==> src/sv/assert_macros.svh <==
// Assertion macros shared by the detector row decode modules.
`ifndef ASSERT_MACROS_SVH
`define ASSERT_MACROS_SVH

// The consequent must hold in the same cycle as the antecedent.
`define DRD_ASSERT_HOLDS(label, clk, rst, ante, cons, msg) \
   label: assert property (@(posedge clk) disable iff (rst) (ante) |-> (cons)) \
      else $error(msg);

// The consequent must hold in the cycle after the antecedent.
`define DRD_ASSERT_NEXT(label, clk, rst, ante, cons, msg) \
   label: assert property (@(posedge clk) disable iff (rst) (ante) |=> (cons)) \
      else $error(msg);

`endif

==> src/sv/drd_pkg.sv <==
`default_nettype none

package drd_pkg;

   localparam int unsigned ELEM_W      = 32;
   localparam int unsigned CLASS_W     = 7;
   localparam int unsigned CONF_W      = 17;
   localparam int unsigned POS_OUT_W   = 13;
   localparam int unsigned SIZE_OUT_W  = 14;
   localparam int unsigned THR_W       = 17;
   localparam int unsigned SCALE_W     = 24;
   localparam int unsigned FRAME_W     = 14;
   localparam int unsigned COUNT_W     = 8;
   localparam int unsigned CSR_DATA_W  = 24;
   localparam int unsigned CSR_INDEX_W = 3;
   localparam int unsigned POSITION_W  = 8;
   localparam int unsigned BOX_FIELDS  = 4;
   localparam int unsigned BOX_IDX_W   = 2;

   // Fixed point bookkeeping for the box and score arithmetic.
   localparam int unsigned SCORE_SHIFT = 16;
   localparam int unsigned BOX_SHIFT   = 32;
   localparam int unsigned HALF_SHIFT  = 33;
   localparam int unsigned PROD_W      = ELEM_W + SCALE_W + 1;
   localparam int unsigned NUM_W       = PROD_W + 1;
   localparam int unsigned MAG_W       = ELEM_W - 1;
   localparam int unsigned COMB_W      = 2 * MAG_W - SCORE_SHIFT;
   localparam int unsigned COORD_W     = 27;

   localparam int unsigned MAX_CLASSES = 128;
   localparam int unsigned CLASS_CAP_N = (MAX_CLASSES < 128) ? MAX_CLASSES : 128;

   localparam logic [POSITION_W-1:0] CLASS_CAP       = POSITION_W'(CLASS_CAP_N);
   localparam logic [POSITION_W-1:0] OBJ_POS         = POSITION_W'(BOX_FIELDS);
   localparam logic [POSITION_W-1:0] FIRST_CLASS_POS = POSITION_W'(BOX_FIELDS + 1);
   localparam logic [POSITION_W-1:0] POSITION_MAX    = '1;
   localparam logic [POSITION_W-1:0] NO_CLASS        = '1;

   localparam logic [FRAME_W-1:0] FRAME_LIMIT = FRAME_W'(8192);
   localparam logic [CONF_W-1:0]  CONF_MAX    = CONF_W'(65536);

   localparam logic [CSR_INDEX_W-1:0] CSR_SCORE_THRESHOLD = 3'd0;
   localparam logic [CSR_INDEX_W-1:0] CSR_X_SCALE         = 3'd1;
   localparam logic [CSR_INDEX_W-1:0] CSR_Y_SCALE         = 3'd2;
   localparam logic [CSR_INDEX_W-1:0] CSR_FRAME_WIDTH     = 3'd3;
   localparam logic [CSR_INDEX_W-1:0] CSR_FRAME_HEIGHT    = 3'd4;
   localparam logic [CSR_INDEX_W-1:0] CSR_CLASS_COUNT     = 3'd5;

   localparam logic [THR_W-1:0]   THRESHOLD_RESET = THR_W'(16384);
   localparam logic [SCALE_W-1:0] SCALE_RESET     = SCALE_W'(65536);
   localparam logic [FRAME_W-1:0] FRAME_RESET     = FRAME_W'(640);
   localparam logic [COUNT_W-1:0] COUNT_RESET     = COUNT_W'(80);

   typedef logic signed [ELEM_W-1:0] element_type;

   typedef struct packed {
      logic [THR_W-1:0]   score_threshold;
      logic [SCALE_W-1:0] x_scale;
      logic [SCALE_W-1:0] y_scale;
      logic [FRAME_W-1:0] frame_width;
      logic [FRAME_W-1:0] frame_height;
      logic [COUNT_W-1:0] class_count;
   } cfg_type;

   // A finished row that passed the objectness and class gates.
   typedef struct packed {
      element_type        cx;
      element_type        cy;
      element_type        bw;
      element_type        bh;
      logic [MAG_W-1:0]   objectness;
      logic [MAG_W-1:0]   best_score;
      logic [CLASS_W-1:0] class_index;
   } row_rec_type;

   typedef struct packed {
      logic signed [PROD_W-1:0] cx;
      logic signed [PROD_W-1:0] cy;
      logic signed [PROD_W-1:0] bw;
      logic signed [PROD_W-1:0] bh;
      logic [COMB_W-1:0]        combined;
      logic [CLASS_W-1:0]       class_index;
   } prod_rec_type;

endpackage

`default_nettype wire

==> src/sv/drd_req_if.sv <==
`default_nettype none

interface drd_req_if;
   logic                 valid;
   logic                 ready;
   drd_pkg::element_type element_value;
   logic                 row_end;

   modport source (output valid, output element_value, output row_end, input ready);
   modport sink (input valid, input element_value, input row_end, output ready);
endinterface

`default_nettype wire

==> src/sv/drd_row_accum.sv <==
`default_nettype none
`include "assert_macros.svh"

module drd_row_accum (
   input  wire logic                  clock,
   input  wire logic                  reset,
   drd_req_if.sink                    req_chan,
   input  wire drd_pkg::cfg_type      cfg,
   output logic                       rec_valid,
   output drd_pkg::row_rec_type       rec,
   input  wire logic                  rec_ready
);

   localparam int unsigned ELEM_W     = drd_pkg::ELEM_W;
   localparam int unsigned MAG_W      = drd_pkg::MAG_W;
   localparam int unsigned CLASS_W    = drd_pkg::CLASS_W;
   localparam int unsigned POSITION_W = drd_pkg::POSITION_W;
   localparam int unsigned BOX_IDX_W  = drd_pkg::BOX_IDX_W;

   drd_pkg::element_type     box_ff [drd_pkg::BOX_FIELDS];
   drd_pkg::element_type     objectness_ff;
   drd_pkg::element_type     best_score_ff, best_score_in;
   logic [POSITION_W-1:0]    position_ff, position_in;
   logic [POSITION_W-1:0]    best_class_ff, best_class_in;
   logic                     rejected_ff, rejected_in;
   logic                     rec_valid_ff, rec_valid_in;
   drd_pkg::row_rec_type     rec_ff, rec_in;
   drd_pkg::element_type     value;
   logic                     fire, last, in_class, better, objectness_low, row_kept;
   logic [POSITION_W-1:0]    class_limit, class_slot;

   assign req_chan.ready = !rec_valid_ff || rec_ready;
   assign rec_valid      = rec_valid_ff;
   assign rec            = rec_ff;

   always_comb begin
      value       = req_chan.element_value;
      last        = req_chan.row_end;
      fire        = req_chan.valid && req_chan.ready;
      class_limit = (cfg.class_count > drd_pkg::CLASS_CAP) ? drd_pkg::CLASS_CAP
                                                           : cfg.class_count;
      class_slot  = position_ff - drd_pkg::FIRST_CLASS_POS;
      in_class    = (position_ff >= drd_pkg::FIRST_CLASS_POS) && (class_slot < class_limit);
      better      = in_class && (value > best_score_ff);
      objectness_low = (position_ff == drd_pkg::OBJ_POS) &&
                       (value[ELEM_W-1] ||
                        (value[ELEM_W-2:0] < MAG_W'(cfg.score_threshold)));
      best_score_in = better ? value : best_score_ff;
      best_class_in = better ? class_slot : best_class_ff;
      rejected_in   = rejected_ff || objectness_low;
      position_in   = (position_ff == drd_pkg::POSITION_MAX) ? position_ff
                                                             : position_ff + POSITION_W'(1);
      row_kept      = (position_ff >= drd_pkg::OBJ_POS) && !rejected_in &&
                      (best_class_in != drd_pkg::NO_CLASS);
      rec_valid_in  = fire && last && row_kept;

      rec_in.cx          = box_ff[0];
      rec_in.cy          = box_ff[1];
      rec_in.bw          = box_ff[2];
      rec_in.bh          = box_ff[3];
      rec_in.objectness  = objectness_ff[MAG_W-1:0];
      rec_in.best_score  = best_score_in[MAG_W-1:0];
      rec_in.class_index = best_class_in[CLASS_W-1:0];
   end

   always_ff @(posedge clock) begin
      if (reset) begin
         position_ff   <= '0;
         best_score_ff <= '0;
         best_class_ff <= drd_pkg::NO_CLASS;
         rejected_ff   <= 1'b0;
         rec_valid_ff  <= 1'b0;
      end else begin
         if (req_chan.ready) begin
            rec_valid_ff <= rec_valid_in;
         end
         if (fire) begin
            if (last) begin
               position_ff   <= '0;
               best_score_ff <= '0;
               best_class_ff <= drd_pkg::NO_CLASS;
               rejected_ff   <= 1'b0;
            end else begin
               position_ff   <= position_in;
               best_score_ff <= best_score_in;
               best_class_ff <= best_class_in;
               rejected_ff   <= rejected_in;
            end
         end
      end
   end

   always_ff @(posedge clock) begin
      if (fire && (position_ff < drd_pkg::OBJ_POS)) begin
         box_ff[position_ff[BOX_IDX_W-1:0]] <= value;
      end
      if (fire && (position_ff == drd_pkg::OBJ_POS)) begin
         objectness_ff <= value;
      end
      if (rec_valid_in) begin
         rec_ff <= rec_in;
      end
   end

   `DRD_ASSERT_HOLDS(a_best_score_pairs_class, clock, reset,
      best_class_ff != drd_pkg::NO_CLASS, best_score_ff > 0,
      "A best class is held without a positive best score.")
   `DRD_ASSERT_NEXT(a_position_saturates, clock, reset,
      fire && !last && (position_ff == drd_pkg::POSITION_MAX),
      position_ff == drd_pkg::POSITION_MAX,
      "The element position wrapped inside a long row.")

endmodule

`default_nettype wire

==> src/flat_wrapper.sv <==
// flat-port wrapper written by rule: the top's interface ports become plain ports
module drd_row_accum_flat 
  (clock, reset, cfg, rec_valid, rec, rec_ready, req_chan_valid, req_chan_element_value, req_chan_row_end, req_chan_ready);
  drd_req_if req_chan_i ();
  input  wire logic clock;
  input  wire logic reset;
  input  wire drd_pkg::cfg_type cfg;
  output logic rec_valid;
  output drd_pkg::row_rec_type rec;
  input  wire logic rec_ready;
  input wire logic [$bits(req_chan_i.valid)-1:0] req_chan_valid;
  input wire logic [$bits(req_chan_i.element_value)-1:0] req_chan_element_value;
  input wire logic [$bits(req_chan_i.row_end)-1:0] req_chan_row_end;
  output wire logic [$bits(req_chan_i.ready)-1:0] req_chan_ready;
  assign req_chan_i.valid = req_chan_valid;
  assign req_chan_i.element_value = req_chan_element_value;
  assign req_chan_i.row_end = req_chan_row_end;
  assign req_chan_ready = req_chan_i.ready;
  drd_row_accum u_core (.clock(clock), .reset(reset), .req_chan(req_chan_i), .cfg(cfg), .rec_valid(rec_valid), .rec(rec), .rec_ready(rec_ready));
endmodule
==> config.mk <==
export PLATFORM = sky130hd
export DESIGN_NAME = drd_row_accum_flat
export DESIGN_NICKNAME = d
export VERILOG_FILES = /design/src/sv/drd_pkg.sv /design/src/sv/drd_req_if.sv /design/src/sv/drd_row_accum.sv /design/src/flat_wrapper.sv
export VERILOG_INCLUDE_DIRS = /design/src /design/src/sv
export SDC_FILE = /design/constraint.sdc
export NUM_CORES = 1
export LEC_CHECK = 0
export BUFFER_PORTS_ARGS = -buffer_cell sky130_fd_sc_hd__buf_4
export CAP_MARGIN = 10
export CORE_MARGIN = 1.5
export CORE_UTILIZATION = 53
export DETAILED_ROUTE_END_ITERATION = 12
export GPL_TIMING_DRIVEN = 0
export MAX_ROUTING_LAYER = met4
export PLACE_DENSITY = 0.82
export SLEW_MARGIN = 20
export SYNTH_ARGS = -nofsm -noshare
export SYNTH_HDL_FRONTEND = slang
export SYNTH_SLANG_ARGS = --single-unit
==> constraint.sdc <==
create_clock -name clock -period 27.5 [get_ports clock]
set_input_delay 4.125 -clock clock [delete_from_list [all_inputs] [get_ports clock]]
set_output_delay 4.125 -clock clock [all_outputs]
set_load 0.05 [all_outputs]
==> flow_metrics.py <==
metrics = {
    "pwr": {
        "vdd.ir_drop.worst_v": 0.0000399,
        "power_frac_clock_pct": 41.3,
        "switching_share_pct": 19.7,
        "p_seq_share_pct": 55.5,
        "p_sw_uw": 239,
        "powerDensity_mw_per_mm2": 65.1,
        "leakage_nw": 6.93,
        "combPwrFrac_pct": 3.1,
        "internal-power_uw": 973,
    },
    "timing": {
        "tightest_slew_ns": 0.692,
        "clock_skew_ns": 0.0220,
        "max-slew-margin-rel_pct": 53.4,
        "grt_setup_unrepaired": "false",
        "setup_ws_ns": 18.73,
        "slew_viol_final": 0,
        "whs_ns": 0.402,
        "finalCriticalPeriod_ns": 8.77,
        "setup_violations": 0,
        "max_freq_mhz": 114,
        "min_period_over_period_pct": 31.9,
        "hold_viol_final": 0,
    },
    "detailed_routing": {
        "wirelength_met1_um": 13200,
        "wl_per_cell_um": 20.6,
        "wl_met2_um": 16000,
        "met3_length_um": 1660,
        "detail_route.first_pass.iterations": 5,
        "drt-initial-drc-count": 708,
        "antenna_left": 0,
        "wl_um": 31600,
        "avgViaCountPerCell": 5.41,
        "top_layer": "met4",
        "drc": 0,
        "vias": 8285,
    },
    "global_routing": {
        "grt_max_degree": 21,
        "grt_remaining_overflow": 0,
        "grt_usage_pct": 22.6,
        "grt_pass1_wl_um": 46900,
        "grt_pass1_vias": 8204,
        "antenna_found_initial": 0,
    },
    "synthesis": {
        "ys_ff_latch": 406,
        "syn-num-nets": 1012,
        "synth.cell_area_mm2": 0.0147,
        "ys.flop_type": "edfxtp_1",
        "async_flop_share_pct": 0,
        "yosysSeqAreaShare_pct": 79.7,
        "yosysWarningCount": 0,
        "avgSynthCellArea_um2": 18.0,
        "syn_inst": 815,
        "synth_cell_types": 54,
        "synth_edf_count": 356,
    },
    "die": {
        "core_area_mm2": 0.0270,
        "fp.dieW_um": 169,
        "io_pins": 337,
        "core.rowCount": 60,
        "fp.dieH_um": 169,
        "dieArea_mm2": 0.0287,
        "start_util_pct": 54.3,
    },
    "layout": {
        "syn_to_final_growth_pct": 26.8,
        "final_cell_mix": "edfxtp_1, buf_4, ha_1, inv_1, dfxtp_1",
        "layout_commonest_cell": "edfxtp_1",
        "antenna_cells": 0,
        "nNetsFinal": 1359,
        "drive_above_1_share_pct": 34.5,
        "utilization_pct": 68.8,
        "fillCellCount": 1766,
    },
    "critical_path": {
        "arrival_ns": 4.65,
        "crit_type": "primary input to primary output",
        "critical_path_required_ns": 23.37,
        "cp-start-kind": "primary input",
        "end_kind": "primary output",
        "worstPathMaxFanout": 4,
    },
    "clocking": {
        "cts_tree": "done",
        "postCtsSetupBuffers": 0,
        "cts_resized": 0,
        "cts_buffers": 40,
        "clockBufferDepth": 3,
        "cts_num_sinks": 406,
        "clk-insertion-delay-late_ns": 0.52,
        "htreeDepth": 2,
        "cts_root_buf": "clkbuf_16",
        "clk_pin_slew_ns": 0.06,
        "cts_hold_buf": 0,
    },
    "job": {
        "max_cap_violations": 0,
    },
    "placement": {
        "gp_congestion": 0.861,
        "io_buffers": 260,
        "dpl.hpwl_um": 22600,
        "pre_cts_slack_ns": 18.74,
    },
    "run_status": {
        "status": "finished clean",
    },
    "hold_path": {
        "hp-class": "flop to flop",
    },
}
routing by layer:
| layer | vias to the layer above | track usage, % |
|---|---|---|
| met4 | 0 | 6.77 |
| met3 | 59 | 3.71 |
| met1 | 4065 | 28.6 |
| met5 | - | - |
| li1 | 3852 | - |
| met2 | 309 | 37.8 |
cell type report:
cell class	count	area, um2	area share [%]
Buffer	22	136	0.733
Tap cell	341	427	2.29
Clock buffer	49	1030	5.56
Multi-Input combinational cell	329	2640	14.2
Inverter	58	218	1.17
Timing Repair Buffer	305	2280	12.2
Clock inverter	22	173	0.929
Sequential cell	406	11700	62.9
power by group through the flow:
stage	clock network [mW]	logic, mW	registers [mW]
after floorplan	0	0.0154	0.686
after global placement	0	0.0350	0.686
after detailed placement	0	0.0376	0.686
after CTS	0.510	0.0380	0.673
after global routing	0.534	0.0419	0.673
final	0.500	0.0380	0.673
logic make-up (layout without fill, tap and decap cells):
| family | after synthesis | after routing | synth area share, % |
|---|---|---|---|
| AO/OA/AOI/OAI | 103 | 103 | 5.24 |
| XOR/XNOR | 10 | 10 | 0.597 |
| adder cells (fa/ha/maj) | 59 | 59 | 5.03 |
| buffers and inverters | 80 | 456 | 2.41 |
| flip-flops | 406 | 406 | 79.7 |
| multiplexers | 37 | 37 | 2.83 |
| AND/OR/NAND/NOR | 120 | 120 | 4.15 |
synthesized netlist by cell type (6+ instances only):
cell      number  area share (%)
edfxtp_1     356              73
ha_1          59             5.0
inv_1         57             1.5
dfxtp_1       50             6.8
mux2_2        36             2.8
a32o_1        31             2.1
nand2_1       29            0.74
nor2_1        23            0.59
o21ai_0       23            0.79
a21oi_1       18            0.61
nand4_1       14            0.60
clkbuf_1      13            0.33
nand3_1       12            0.41
nor4_1        10            0.43
nor3_1         9            0.31
xor2_1         6            0.36
worst max-delay path, cell delays in order:
cell	delay (ns)
buf_4	0.10
nand2b_1	0.20
buf_4	0.22
worst paths after layout:
check | endpoint | from | slack [ns] | cells past startpoint
worst max-delay path | req_chan_ready | rec_ready | 18.73 | 3
worst min-delay path | u_core.rec[42] | u_core.objectness_ff[4] | 0.40 | 0
worst max register to register | rec[188] | u_core.position_ff[0] | 21.96 | 19
worst min register to register | u_core.rec[42] | u_core.objectness_ff[4] | 0.40 | 0
per-stage QoR:
step	area [um2]	power, mW	std cells	setup TNS (ns)
after detailed placement	17400	0.723	1461	0
after global placement	17000	0.721	1416	-1213.95
after floorplan	14700	0.701	815	0
after CTS	18600	1.22	1532	0
final	18600	1.21	1532	0
after global routing	18600	1.25	1532	0
registers in the layout, summed over array words and instances (netlist names):
register and flops:
u_core.rec_valid 1, u_core.best_score_ff 32, u_core.objectness_ff 31, rec 128
u_core.rejected_ff 1, u_core.rec 69, u_core.box_ff 128, u_core.position_ff 8
u_core.best_class_ff 8
(Power assumes the default switching activity.)
